## src/rtl/core/ffa_pkg.sv

```systemverilog
package ffa_pkg;

    localparam int unsigned DEF_MAX_REGIONS = 256;
    localparam logic [31:0] PAGE_ADD        = 32'h0000_0fff;
    localparam logic [31:0] PAGE_MASK       = 32'hffff_f000;

    localparam logic [1:0] MODE_ALLOC = 2'd0;
    localparam logic [1:0] MODE_FREE  = 2'd1;
    localparam logic [1:0] MODE_QUERY = 2'd2;
    localparam logic [1:0] MODE_CLEAR = 2'd3;

    localparam logic [1:0] ST_OK    = 2'd0;
    localparam logic [1:0] ST_NOFIT = 2'd1;
    localparam logic [1:0] ST_LOST  = 2'd2;

    typedef enum logic [1:0] {
        OP_ALLOC,
        OP_FREE,
        OP_QUERY,
        OP_CLEAR
    } t_op;

    typedef struct packed {
        t_op         op;
        logic [31:0] addr;
        logic [31:0] size;
    } t_req;

    typedef struct packed {
        logic valid;
        t_req req;
    } t_qpush;

    typedef enum logic [3:0] {
        S_IDLE,
        S_ARD,
        S_ACHK,
        S_FRD,
        S_FCHK,
        S_FDEC,
        S_RMRD,
        S_RMWR,
        S_INRD,
        S_INWR,
        S_RESP
    } t_bstate;

    function automatic logic [31:0] sat_add32(input logic [31:0] a, input logic [31:0] b);
        logic [32:0] s;
        s = {1'b0, a} + {1'b0, b};
        return s[32] ? 32'hffff_ffff : s[31:0];
    endfunction

endpackage

```

## src/rtl/core/ffa_front.sv

```systemverilog
module ffa_front (
    input  logic                 i_clk,
    input  logic                 i_rst_n,
    input  logic                 i_valid,
    output logic                 o_stall,
    input  logic [1:0]           i_mode,
    input  logic [31:0]          i_region_address,
    input  logic [31:0]          i_region_size,
    input  logic                 i_round_to_page,
    input  logic                 i_q_full,
    output ffa_pkg::t_qpush      o_push
);
    import ffa_pkg::*;

    logic        r_valid;
    t_req        r_req;
    logic        n_valid;
    t_req        n_req;
    logic        accept;
    logic        push;
    logic [31:0] rounded;

    assign o_stall = r_valid && i_q_full;
    assign accept  = i_valid && !o_stall;
    assign push    = r_valid && !i_q_full;
    assign rounded = (i_region_size + PAGE_ADD) & PAGE_MASK;

    always_comb begin
        n_valid = r_valid;
        n_req   = r_req;
        if (push) begin
            n_valid = 1'b0;
        end
        if (accept) begin
            n_valid    = 1'b1;
            n_req.addr = i_region_address;
            n_req.size = i_region_size;
            unique case (i_mode)
                MODE_ALLOC: n_req.op = OP_ALLOC;
                MODE_FREE:  n_req.op = OP_FREE;
                MODE_QUERY: n_req.op = OP_QUERY;
                default:    n_req.op = OP_CLEAR;
            endcase
            if (i_round_to_page && (i_mode == MODE_ALLOC || i_mode == MODE_FREE)) begin
                n_req.size = rounded;
            end
        end
    end

    always_ff @(posedge i_clk) begin
        if (!i_rst_n) begin
            r_valid <= 1'b0;
        end else begin
            r_valid <= n_valid;
        end
        r_req <= n_req;
    end

    assign o_push.valid = push;
    assign o_push.req   = r_req;

endmodule

```

## config.mk

```make
export PLATFORM = sky130hd
export DESIGN_NAME = ffa_front
export DESIGN_NICKNAME = d
export VERILOG_FILES = /design/src/rtl/core/ffa_pkg.sv /design/src/rtl/core/ffa_front.sv
export SDC_FILE = /design/constraint.sdc
export NUM_CORES = 1
export LEC_CHECK = 0
export ABC_AREA = 1
export BUFFER_PORTS_ARGS = -buffer_cell sky130_fd_sc_hd__buf_2
export CAP_MARGIN = 15
export CORE_UTILIZATION = 46
export DETAILED_ROUTE_END_ITERATION = 6
export PLACE_DENSITY_LB_ADDON = 0.3
export SLEW_MARGIN = 40
export SYNTH_ARGS = -nofsm -noshare
export SYNTH_HDL_FRONTEND = slang
export SYNTH_SLANG_ARGS = --single-unit
```

## constraint.sdc

```tcl
create_clock -name i_clk -period 4.5 [get_ports i_clk]
set_input_delay 0.45 -clock i_clk [delete_from_list [all_inputs] [get_ports i_clk]]
set_output_delay 0.45 -clock i_clk [all_outputs]
set_load 0.005 [all_outputs]
```

==> results by group <==
Status
  – Outcome: complete, no violations

GRT
  – Remaining Overflow, GRT: 0
  – Maximum number of pins on one net before global-route repair: 33
  – All-Layer GR Usage: ~23%
  – Initial antenna violation count: 0
  – Global-route wire length before repair: between 10000 and 15000 um
  – Vias in the first global route: roughly 2200

Floorplanning
  – Starting density of the core: 48.6%
  – Rows: 28
  – IO Count: roughly 140
  – Area of the core: 6030 sq um
  – Die Wd: between 80 and 90 um
  – Die area: between 6000 and 7000 sq um
  – Die Y: around 80 um

Clocking
  – # clock sinks: 67
  – Cts hold-fix bufs: 0
  – TritonCTS Buffers: 9
  – CTS tree: built
  – Later-pin clock latency in the skew report: ~0.33 ns
  – H-tree Lvls: 3
  – Post-CTS Setup Repair Bufs: 0
  – Post-CTS sizing: 0
  – Worst-case clock buffer depth: 2
  – CTS root buf: clkbuf_8
  – Worst-path clk slew: ~0.07 ns

Route
  – WL final: about 7000 um
  – Routed Antenna Nets: 0
  – Pre-antenna DRT Iters: 4
  – Vias per cell: ~4.8
  – Vias: 2305
  – Starting DRT DRC Count: 81
  – DRC errors left: 0
  – Wire per inst: around 14 um

Timing
  – Worst Setup Slack, final: around 2.7 ns
  – Slew Viols, Final: 0
  – Worst-Margin Slew: 0.640 ns
  – Final setup vio count: 0
  – Post-route minimum period: between 1.5 and 2 ns
  – Period utilisation layout: about two fifths
  – Clk_skew: 0.00364 ns
  – Max-slew headroom: a little under three fifths
  – RSZ-0062 raised after global routing: false
  – Final hold vios: 0
  – Setup_tns: 0 ns
  – Max frequency: ~560 MHz

Power
  – Switch share: between 20% and 30%
  – Maximum VDD drop: around 220 uV
  – Seq pwr share: between 40% and 50%
  – Pwr Total: between 1.5 and 2 mW
  – P_sw: 322 uW
  – Leakage: roughly 1.8 nW
  – Combinational share of power: 9.2%
  – Clock Power Share: 43.2%
  – Internal power: 1.23 mW
  – Pwr dens: approximately 390 nW/um^2

Finish
  – Area delta synth->final: 35.9%
  – Share of cells above drive strength 1: 42.1%
  – # diodes: 0
  – Non-filler cells, final: ~480
  – Design area: 3980 sq um
  – NumNets Final: 475

Hold path
  – Worst min path class: input pin to flip-flop

Place
  – IO buf count: between 100 and 150
  – Cell Count Post-Placement: 468
  – GP Congestion: about 0.88
  – HPWL after detailed placement: approximately 5200 um
  – Post-DP Area: around 3700 sq um
  – Pre-CTS setup slack: between 2 and 2.5 ns

Synth
  – Yosys warning count: 0
  – Syn Inst Count: 259
  – Synth Area per Inst: about 11 sq um
  – Largest area contributor in the netlist: edfxtp_1
  – Distinct cells, synth: 24
  – Mapped cell area: 2930 sq um
  – Async SR Flop Fraction: 0%
  – Flops & latches, synth: 67
  – Top FF cell, synth: edfxtp_1
  – Number of synthesized flops with an enable pin: 66
  – Most frequent cell after synthesis: edfxtp_1
  – Post-synth top cells: edfxtp_1 (66), nand2_1 (49), inv_1 (41), nor2_1 (39), nand3_1 (13)
  – Synth top area share: between 60% and 70%
  – Seq/Total Area, Yosys: about 68%
  – Top area cells in the synthesized netlist: edfxtp_1 (68%), nand2_1 (6.3%), inv_1 (5.3%)
  – Syn_nets: 330

Worst setup path
  – Critical path's top delay family: buffers and inverters
  – CP Cell Sequence: nand2_1, inv_1, nor2_4, buf_8, buf_4
  – Worst path bufs/invs: 3
  – Critical Path Start Type: flip-flop
  – Crit path capture type: flip-flop
  – Critical path fanouts, max: 32
  – Critical path type: flip-flop to flip-flop
  – Critical Path Max Stage Delay: 0.40 ns
  – Slowest stage cell, crit path: buf_4
  – Critical Path AT: 1.77 ns
  – Worst EP required: between 4 and 5 ns

Run
  – Max-cap violations: 0
[layout by cell type (no fill, tap or decap), drive strengths merged]
cell type	n
nor3	6
bufinv	4
nand2	53
a21boi	1
clkinv	1
a21oi	1
inv	42
nand4	9
edfxtp	66
buf	140
xor2	6
xnor2	2
nand3	13
clkinvlp	1
nand3b	7
o21ai	2
nor2	44
dfxtp	1
clkbuf	10
[sequential cells by signal, indices dropped and copies added, names as in the netlist]
signal,cells
o_push,66
r_valid,1
[metal layers]
layer	GRT usage, %	up-vias	wire [um]
li1	-	1141	-
met2	38.9	113	3580
met3	7.33	8	696
met1	25.8	1043	2620
met5	0	-	0
met4	8.77	0	99
[worst register-to-register path: cells and delay by family, from the launching register on]
kind	cells	cell delay [ns]
buffers and inverters	3	0.73
DFF	1	0.31
and+or+nand+nor	2	0.39
[power by group through the flow]
stage               combinational (mW)  sequential (mW)  clock, mW
floorplan                       0.0487            0.763          0
global placement                 0.137            0.753          0
detailed placement               0.145            0.754          0
CTS                              0.146            0.741      0.681
global route                     0.162            0.744      0.709
finish                           0.144            0.740      0.671
[path summary, 6_finish.rpt]
| check | depth (start not counted) | to | start | slack, ns |
|---|---|---|---|---|
| worst max-delay path | 5 | o_push[3] | r_valid | 2.71 |
| worst min register to register | 2 | r_valid | r_valid | 0.50 |
| worst max register to register | 5 | o_push[3] | r_valid | 2.71 |
| worst min-delay path | 1 | o_push[36] | i_region_address[4] | 0.29 |
[cells by family (layout without fill, tap and decap cells)]
logic type,after synthesis,in the layout,share of synthesized area [%]
compound gates,4,4,0.770
xor+xnor,8,8,2.39
simple gates,132,132,21.7
flops,67,67,68.4
buf+inv,48,198,6.71
[through the flow]
stage	util, %	hold WS, ns
final	66.0	0.289
after global routing	66.0	0.265
after CTS	66.0	0.270
after detailed placement	61.4	0.496
after global placement	61.2	0.482
after floorplan	-	0.463
[area by class of cell]
type                       count  area, sq um
sequential                    67         2000
tap                           75         93.8
inverter                      42          158
clock inverter                 6          136
multi-input combinational    144          736
fill                         503         2050
clock buffer                  10          138
timing repair buffer         140          713
No activity file was read; power rests on OpenSTA's default activity.
