==> src/rtl/core/ffa_pkg.sv <==
package ffa_pkg;

    localparam int unsigned DEF_MAX_REGIONS = 256;
    localparam logic [31:0] PAGE_ADD        = 32'h0000_0fff;
    localparam logic [31:0] PAGE_MASK       = 32'hffff_f000;

    localparam logic [1:0] MODE_ALLOC = 2'd0;
    localparam logic [1:0] MODE_FREE  = 2'd1;
    localparam logic [1:0] MODE_QUERY = 2'd2;
    localparam logic [1:0] MODE_CLEAR = 2'd3;

    localparam logic [1:0] ST_OK    = 2'd0;
    localparam logic [1:0] ST_NOFIT = 2'd1;
    localparam logic [1:0] ST_LOST  = 2'd2;

    typedef enum logic [1:0] {
        OP_ALLOC,
        OP_FREE,
        OP_QUERY,
        OP_CLEAR
    } t_op;

    typedef struct packed {
        t_op         op;
        logic [31:0] addr;
        logic [31:0] size;
    } t_req;

    typedef struct packed {
        logic valid;
        t_req req;
    } t_qpush;

    typedef enum logic [3:0] {
        S_IDLE,
        S_ARD,
        S_ACHK,
        S_FRD,
        S_FCHK,
        S_FDEC,
        S_RMRD,
        S_RMWR,
        S_INRD,
        S_INWR,
        S_RESP
    } t_bstate;

    function automatic logic [31:0] sat_add32(input logic [31:0] a, input logic [31:0] b);
        logic [32:0] s;
        s = {1'b0, a} + {1'b0, b};
        return s[32] ? 32'hffff_ffff : s[31:0];
    endfunction

endpackage

==> src/rtl/core/ffa_queue.sv <==
module ffa_queue (
    input  logic              i_clk,
    input  logic              i_rst_n,
    input  ffa_pkg::t_qpush   i_push,
    output logic              o_full,
    output logic              o_valid,
    output ffa_pkg::t_req     o_req,
    input  logic              i_pop
);
    import ffa_pkg::*;

    t_req       r_mem [2];
    logic       r_wp;
    logic       r_rp;
    logic [1:0] r_cnt;
    logic       do_push;
    logic       do_pop;

    assign o_full  = (r_cnt == 2'd2);
    assign o_valid = (r_cnt != 2'd0);
    assign o_req   = r_mem[r_rp];
    assign do_push = i_push.valid && !o_full;
    assign do_pop  = i_pop && o_valid;

    always_ff @(posedge i_clk) begin
        if (!i_rst_n) begin
            r_wp  <= 1'b0;
            r_rp  <= 1'b0;
            r_cnt <= 2'd0;
        end else begin
            if (do_push) begin
                r_wp <= ~r_wp;
            end
            if (do_pop) begin
                r_rp <= ~r_rp;
            end
            if (do_push && !do_pop) begin
                r_cnt <= r_cnt + 2'd1;
            end else if (do_pop && !do_push) begin
                r_cnt <= r_cnt - 2'd1;
            end
        end
        if (do_push) begin
            r_mem[r_wp] <= i_push.req;
        end
    end

endmodule

==> config.mk <==
export PLATFORM = sky130hd
export DESIGN_NAME = ffa_queue
export DESIGN_NICKNAME = d
export VERILOG_FILES = /design/src/rtl/core/ffa_pkg.sv /design/src/rtl/core/ffa_queue.sv
export SDC_FILE = /design/constraint.sdc
export NUM_CORES = 1
export LEC_CHECK = 0
export BUFFER_PORTS_ARGS = -buffer_cell sky130_fd_sc_hd__buf_2
export CORE_MARGIN = 1.5
export CORE_UTILIZATION = 47
export CTS_BUF_LIST = sky130_fd_sc_hd__clkbuf_16
export DETAILED_ROUTE_END_ITERATION = 6
export GPL_TIMING_DRIVEN = 0
export PLACE_DENSITY = 0.76
export SLEW_MARGIN = 20
export SYNTH_ARGS = -nofsm -noshare
export SYNTH_HDL_FRONTEND = slang
export SYNTH_SLANG_ARGS = --single-unit
==> constraint.sdc <==
create_clock -name i_clk -period 3.66 [get_ports i_clk]
set_clock_uncertainty 0.05 [all_clocks]
set_input_delay 0.366 -clock i_clk [delete_from_list [all_inputs] [get_ports i_clk]]
set_output_delay 0.366 -clock i_clk [all_outputs]
set_load 0.05 [all_outputs]
==> results of run 1 <==
[flip-flops by register name (all words and copies together), names as in the netlist, named ones only]
name and cells:
r_cnt 2, r_mem 132, r_rp 1, r_wp 1
[per-stage QoR]
| stage | instances | worst slack [ns] | total power, mW |
|---|---|---|---|
| 3_3_place_gp | 503 | 0.185 | 3.86 |
| 5_1_grt | 541 | 1.45 | 5.95 |
| 6_report | 542 | 1.53 | 5.74 |
| 4_1_cts | 541 | 1.50 | 5.81 |
| 3_5_place_dp | 509 | 1.85 | 3.92 |
| 2_1_floorplan | 230 | 0.894 | 3.48 |
[worst register-to-register path, stage by stage (launching register included)]
cell	delay, ns
dfxtp_1	0.42
nand2b_1	0.19
and3_4	0.52
buf_12	0.29
[layer usage]
metal | part of all wire (%) | wire [microns] | up-vias
met5 | 0 | 0 | -
met4 | 1.1 | 97 | 0
met3 | 6.9 | 600 | 9
met2 | 50 | 4310 | 97
met1 | 42 | 3680 | 1299
li1 | - | - | 1240
[logic make-up after synthesis]
family	Yosys count	share of synthesized area (%)
XOR/XNOR	3	0.525
AND/OR/NAND/NOR	9	1.15
buffers and inverters	9	1.40
adder cells (fa/ha/maj)	1	0.250
AO/OA/AOI/OAI	5	0.650
flip-flops	137	81.2
multiplexers	66	14.8
[final timing paths]
path              slack, ns      endpoint  cells past startpoint  startpoint
hold / removal         0.10  r_mem[1][14]                      1  i_push[14]
setup reg to reg       1.84  r_mem[1][62]                      3    r_cnt[0]
hold reg to reg        0.48      r_cnt[1]                      2    r_cnt[1]
setup / recovery       1.53     o_req[26]                      4   flip-flop
[where the power goes]
group / internal, mW / total [mW] / switching (mW)
Clock: 1.27 / 1.87 / 0.599
Sequential: 1.97 / 2.02 / 0.0545
Combinational: 0.521 / 1.85 / 1.33
[cell type report]
type | instances | area, sq um | area share, %
Sequential cell | 137 | 4060 | 61.4
Multi-Input combinational cell | 84 | 883 | 13.3
Timing Repair Buffer | 143 | 777 | 11.7
Clock buffer | 17 | 425 | 6.42
Clock inverter | 15 | 229 | 3.46
Tap cell | 136 | 170 | 2.57
Buffer | 7 | 62.6 | 0.945
Inverter | 2 | 7.51 | 0.113
Antenna cell | 1 | 2.50 | 0.0378
[cells in the final DEF (no fill, tap or decap), drive strengths merged, types with 2 or more instances in the layout]
cell type	synthesis	routed
bufinv	0	6
clkinvlp	0	2
dfxtp	5	5
buf	7	150
clkbuf	0	17
o21ai	2	2
clkinv	0	6
mux2	66	66
a21boi	2	2
and2	3	3
edfxtp	132	132
xnor2	2	2
inv	2	3
==> results by group, run 1 <==
Detailed routing
  • Vias per cell: 4.88
  • Iter 0 DRT Violations: 94
  • Routed length per instance: 16.0 microns
  • Routed wire length: 8690 microns
  • Routed Antenna Nets: 0
  • DRC errors left: 0
  • First-pass DRT Iterations: 6
  • Vias: 2645

GRT
  • Met2 Use GR: 26.2%
  • Met3 GRT Util: 5.15%
  • GR met1 Demand/Resource: 19.7%
  • GR peak layer: met2
  • First-pass GRT wire length: 13500 microns
  • GRT Total Usage: 16.1%
  • Initial antenna violation count: 0
  • Vias in the first global route: 2726
  • Largest net degree at the start of global routing: 35
  • Grt ovf: 0

Clock network
  • Root buffer cell: clkbuf_16
  • Worst-case clock buffer depth: 2
  • Num Clock Sinks: 137
  • # Post-CTS Setup Buffers: 0
  • CTS Hold Bufs: 0
  • Post-CTS Resized: 0
  • CTS Buf Count: 17
  • Worst skew pair latency: 0.40 ns
  • CTS H-tree depth: 4
  • CTS tree: built
  • Clk pin slew, worst setup/hold paths: 0.06 ns

Timing
  • Max frequency: 0.470 GHz
  • RSZ-0062 raised after global routing: no
  • Final Max Slew Viols: 0
  • Hold slack: 0.100 ns
  • Worst-margin pin slew: 0.483 ns
  • Period minus WS final: 2.13 ns
  • Setup violators final: 0
  • Final hold viol count: 0
  • Final period util: 58.2%
  • Setup TNS: 0 ns
  • Slew headroom: 67.8%

Yosys
  • Count leader, synth: edfxtp_1
  • Synth Instances: 230
  • Seq/Total Area, Yosys: 81.2%
  • Top cells by area, synth: edfxtp_1 (79%), mux2_1 (9.0%), mux2_2 (5.8%), dfxtp_1 (2.0%), buf_6 (0.90%)
  • Most frequent cells after synthesis: edfxtp_1 (132), mux2_1 (40), mux2_2 (26)
  • FF+latch count, synth: 137
  • Post-synth top area share: 79.2%
  • Mapped Nets: 301
  • Async S/R FF share, synth: 0%
  • Number of flops mapped to enable cells by yosys: 132
  • Number of distinct library cells after synthesis: 24
  • Count of warnings emitted by yosys: 0
  • Cell taking the most area after synthesis: edfxtp_1
  • Syn Std Cell Area: 5010 sq um
  • Syn avg cell area: 21.8 sq um
  • Dominant synthesized flop cell: edfxtp_1

Worst setup path
  • Buf/Inv on CP: 3
  • CP Data Required Time: 3.24 ns
  • Ordered list of cells on the worst path: buf_4 > buf_6 > mux2_1 > buf_2
  • CP endpoint kind: output pin
  • CP peak stage delay: 0.35 ns
  • Crit path max-delay cell type: mux2_1
  • Worst EP arrival: 1.71 ns
  • WS Path Type: reg2out
  • Crit path max fanout: 10
  • CP delay by family, top: buffers and inverters
  • Startpoint Class: flip-flop

Pwr
  • Maximum VDD drop: 0.000481 V
  • PwrDens: 868 nW/um^2
  • Static leakage: 2.53 nW

Floorplanning
  • Chip height: 106 microns
  • DIE WIDTH: 106 microns
  • IO Pins: 138
  • Die Footprint: 11300 sq um
  • Core area: 10300 sq um
  • Starting Density: 48.5%
  • FP Rows: 37

Placed design
  • Area after DPL: 5960 sq um
  • Port Buffers: 137
  • HPWL after DPL: 5820 microns
  • Final GP Congestion: 0.688

Min path
  • Hold crit path type: in2reg

Finish
  • Fillers: 750
  • Area Growth Syn to Fin: 32.3%
  • Layout cells sized above 1: 51.4%
  • Final Util: 64.1%
  • Nets@finish: 463
  • Final Cell Area: 6620 sq um

Run status
  • Status: completed

Flow run
  • Max-cap check violation count: 0
Power figures use the tool's default switching activity.
==> run 2: changes to the inputs <==
- clock period: 3.66 -> 1.9 ns (I/O delays scaled with it)
==> results by group, run 2 (synthesis results as in run 1) <==
Run status
  • Status: completed

Detailed routing
  • Iter 0 DRT Violations: 83
  • Routed length per instance: 16.7 microns
  • Vias: 2909
  • First-pass DRT Iterations: 4
  • DRC errors left: 0
  • Routed Antenna Nets: 0
  • Vias per cell: 4.73
  • Routed wire length: 10300 microns

Clock network
  • Clk pin slew, worst setup/hold paths: 0.05 ns
  • Root buffer cell: clkbuf_16
  • Worst skew pair latency: 0.40 ns
  • Worst-case clock buffer depth: 2
  • CTS H-tree depth: 4
  • CTS Buf Count: 17
  • CTS tree: built
  • Num Clock Sinks: 137

Pwr
  • Maximum VDD drop: 0.000908 V
  • Total power: 11.3 mW
  • Static leakage: 2.88 nW
  • PwrDens: 1520 nW/um^2

Worst setup path
  • Reg2reg path depth: 6
  • Startpoint Class: flip-flop
  • CP Data Required Time: 1.66 ns
  • CP endpoint kind: output pin
  • Crit-path most repeated cell: buf_8
  • Crit path max fanout: 10
  • CP delay by family, top: buffers and inverters
  • CP peak stage delay: 0.37 ns
  • RR Endpoint: r_mem[0][32]
  • Buf/Inv on CP: 3
  • WS Path Type: reg2out
  • Ordered list of cells on the worst path: buf_8 > buf_8 > mux2_1 > buf_4
  • Reg2reg start: r_cnt[0]
  • Worst EP arrival: 1.62 ns
  • Reg2reg setup slack: 0.22 ns
  • Crit path max-delay cell type: dfxtp_4
  • CP Depth: 4

GRT
  • First-pass GRT wire length: 15200 microns
  • Vias in the first global route: 3124
  • Grt ovf: 0
  • GRT Total Usage: 18.2%
  • Initial antenna violation count: 0
  • Largest net degree at the start of global routing: 49

Finish
  • Max FFs per register: 132
  • Layout cells sized above 1: 45.7%
  • Fillers: 637
  • Most common cell after layout, fill and taps aside: edfxtp_1
  • Top Registers: r_mem (132), r_cnt (2)
  • Most frequent cells in the layout: edfxtp_1 (132), buf_2 (105), dlygate4sd3_1 (67), mux2_1 (40), buf_4 (33)
  • Final Non-Filler Cells: 615
  • Final Util: 72.3%
  • Area Growth Syn to Fin: 49.1%
  • Nets@finish: 537
  • N_diodes: 0
  • Top reg by flops: r_mem

Placed design
  • Final GP Congestion: 0.702
  • Post-Place Cells: 509
  • HPWL after DPL: 5900 microns
  • Port Buffers: 137

Floorplanning
  • DIE WIDTH: 106 microns
  • Chip height: 106 microns
  • Core area: 10300 sq um
  • IO Pins: 138
  • Die Footprint: 11300 sq um
  • Starting Density: 48.5%
  • FP Rows: 37

Timing
  • Worst-margin pin slew: 0.311 ns
  • Final Max Slew Viols: 0
  • Setup TNS: 0 ns
  • Setup violators final: 0
  • Slew headroom: 79.2%
  • Period minus WS final: 1.86 ns
  • Final hold viol count: 0
  • Final period util: 98.2%
  • Max frequency: 0.536 GHz

Min path
  • Hold path endpoint: r_wp
  • Hold crit path type: in2reg
  • Hold Path Depth: 3
  • Hold path startpoint: i_push[66]

Flow run
  • Max-cap check violation count: 0
## run 2: cell types whose count changed in the layout (fill, tap and decap cells not counted), sizes merged
| cell | previous run | this run |
|---|---|---|
| diode | 1 | 0 |
| dlygate4sd3 | 0 | 67 |
| clkbuf | 17 | 20 |
| buf | 150 | 154 |
| clkinv | 6 | 8 |
| bufinv | 6 | 4 |
## run 2: worst register-to-register path: stages, from the launching register on
cell and delay (ns):
dfxtp_2 0.38, nand2b_4 0.17, inv_6 0.04, nor3_4 0.21, buf_6 0.18, buf_8 0.19, buf_8 0.18
## run 2: layout make-up
type,instances,area (sq um),share of cell area (%)
tap,136,170,2.28
inverter,2,12.5,0.168
multi-input combinational,84,891,11.9
timing repair buffer,217,1620,21.8
buffer,7,90.1,1.21
clock buffer,17,425,5.70
clock inverter,15,184,2.46
sequential,137,4070,54.5
## run 2: worst max-delay path by stage
stage,startpoint,endpoint,slack (ns)
2_1_floorplan,r_cnt[0],r_mem[0][0],-0.78
3_3_place_gp,r_cnt[0],r_mem[0][22],-1.56
4_1_cts,flip-flop,o_req[41],-0.01
6_report,flip-flop,o_req[57],0.04
5_1_grt,flip-flop,o_req[54],-0.02
3_5_place_dp,r_cnt[0],r_mem[0][50],-0.01
## run 2: report_power, final
group | switching (mW) | internal, mW
clock | 1.15 | 2.17
sequential | 0.125 | 3.80
combinational | 2.68 | 1.39
## run 2: timing repair
action / CTS / global route
buffers inserted: 3 / 2
endpoints found under the hold margin: 136 / 0
gates resized for setup: 21 / 39
hold buffers: 67 / 0
endpoints found under the setup margin: 51 / 74
pin swaps: 1 / 1
cloned: 0 / 2
## run 2: metrics by stage
step | setup WS, ns | hold WS (ns) | cell area [sq um]
floorplan | -0.783 | 0.239 | 5030
global route | -0.0211 | 0.120 | 7470
CTS | -0.0137 | 0.0975 | 7340
detailed placement | -0.0143 | 0.331 | 5990
finish | 0.0350 | 0.115 | 7470
global placement | -1.56 | 0.328 | 5880
## run 2: routing by layer
| metal | track usage, % | routed length (microns) | vias up | share of wire, % |
|---|---|---|---|---|
| met5 | 0 | 0 | - | 0 |
| met4 | 7.14 | 86 | 0 | 0.84 |
| met3 | 6.01 | 663 | 9 | 6.5 |
| met2 | 32.0 | 5500 | 108 | 54 |
| met1 | 20.5 | 4030 | 1405 | 39 |
| li1 | - | - | 1387 | - |
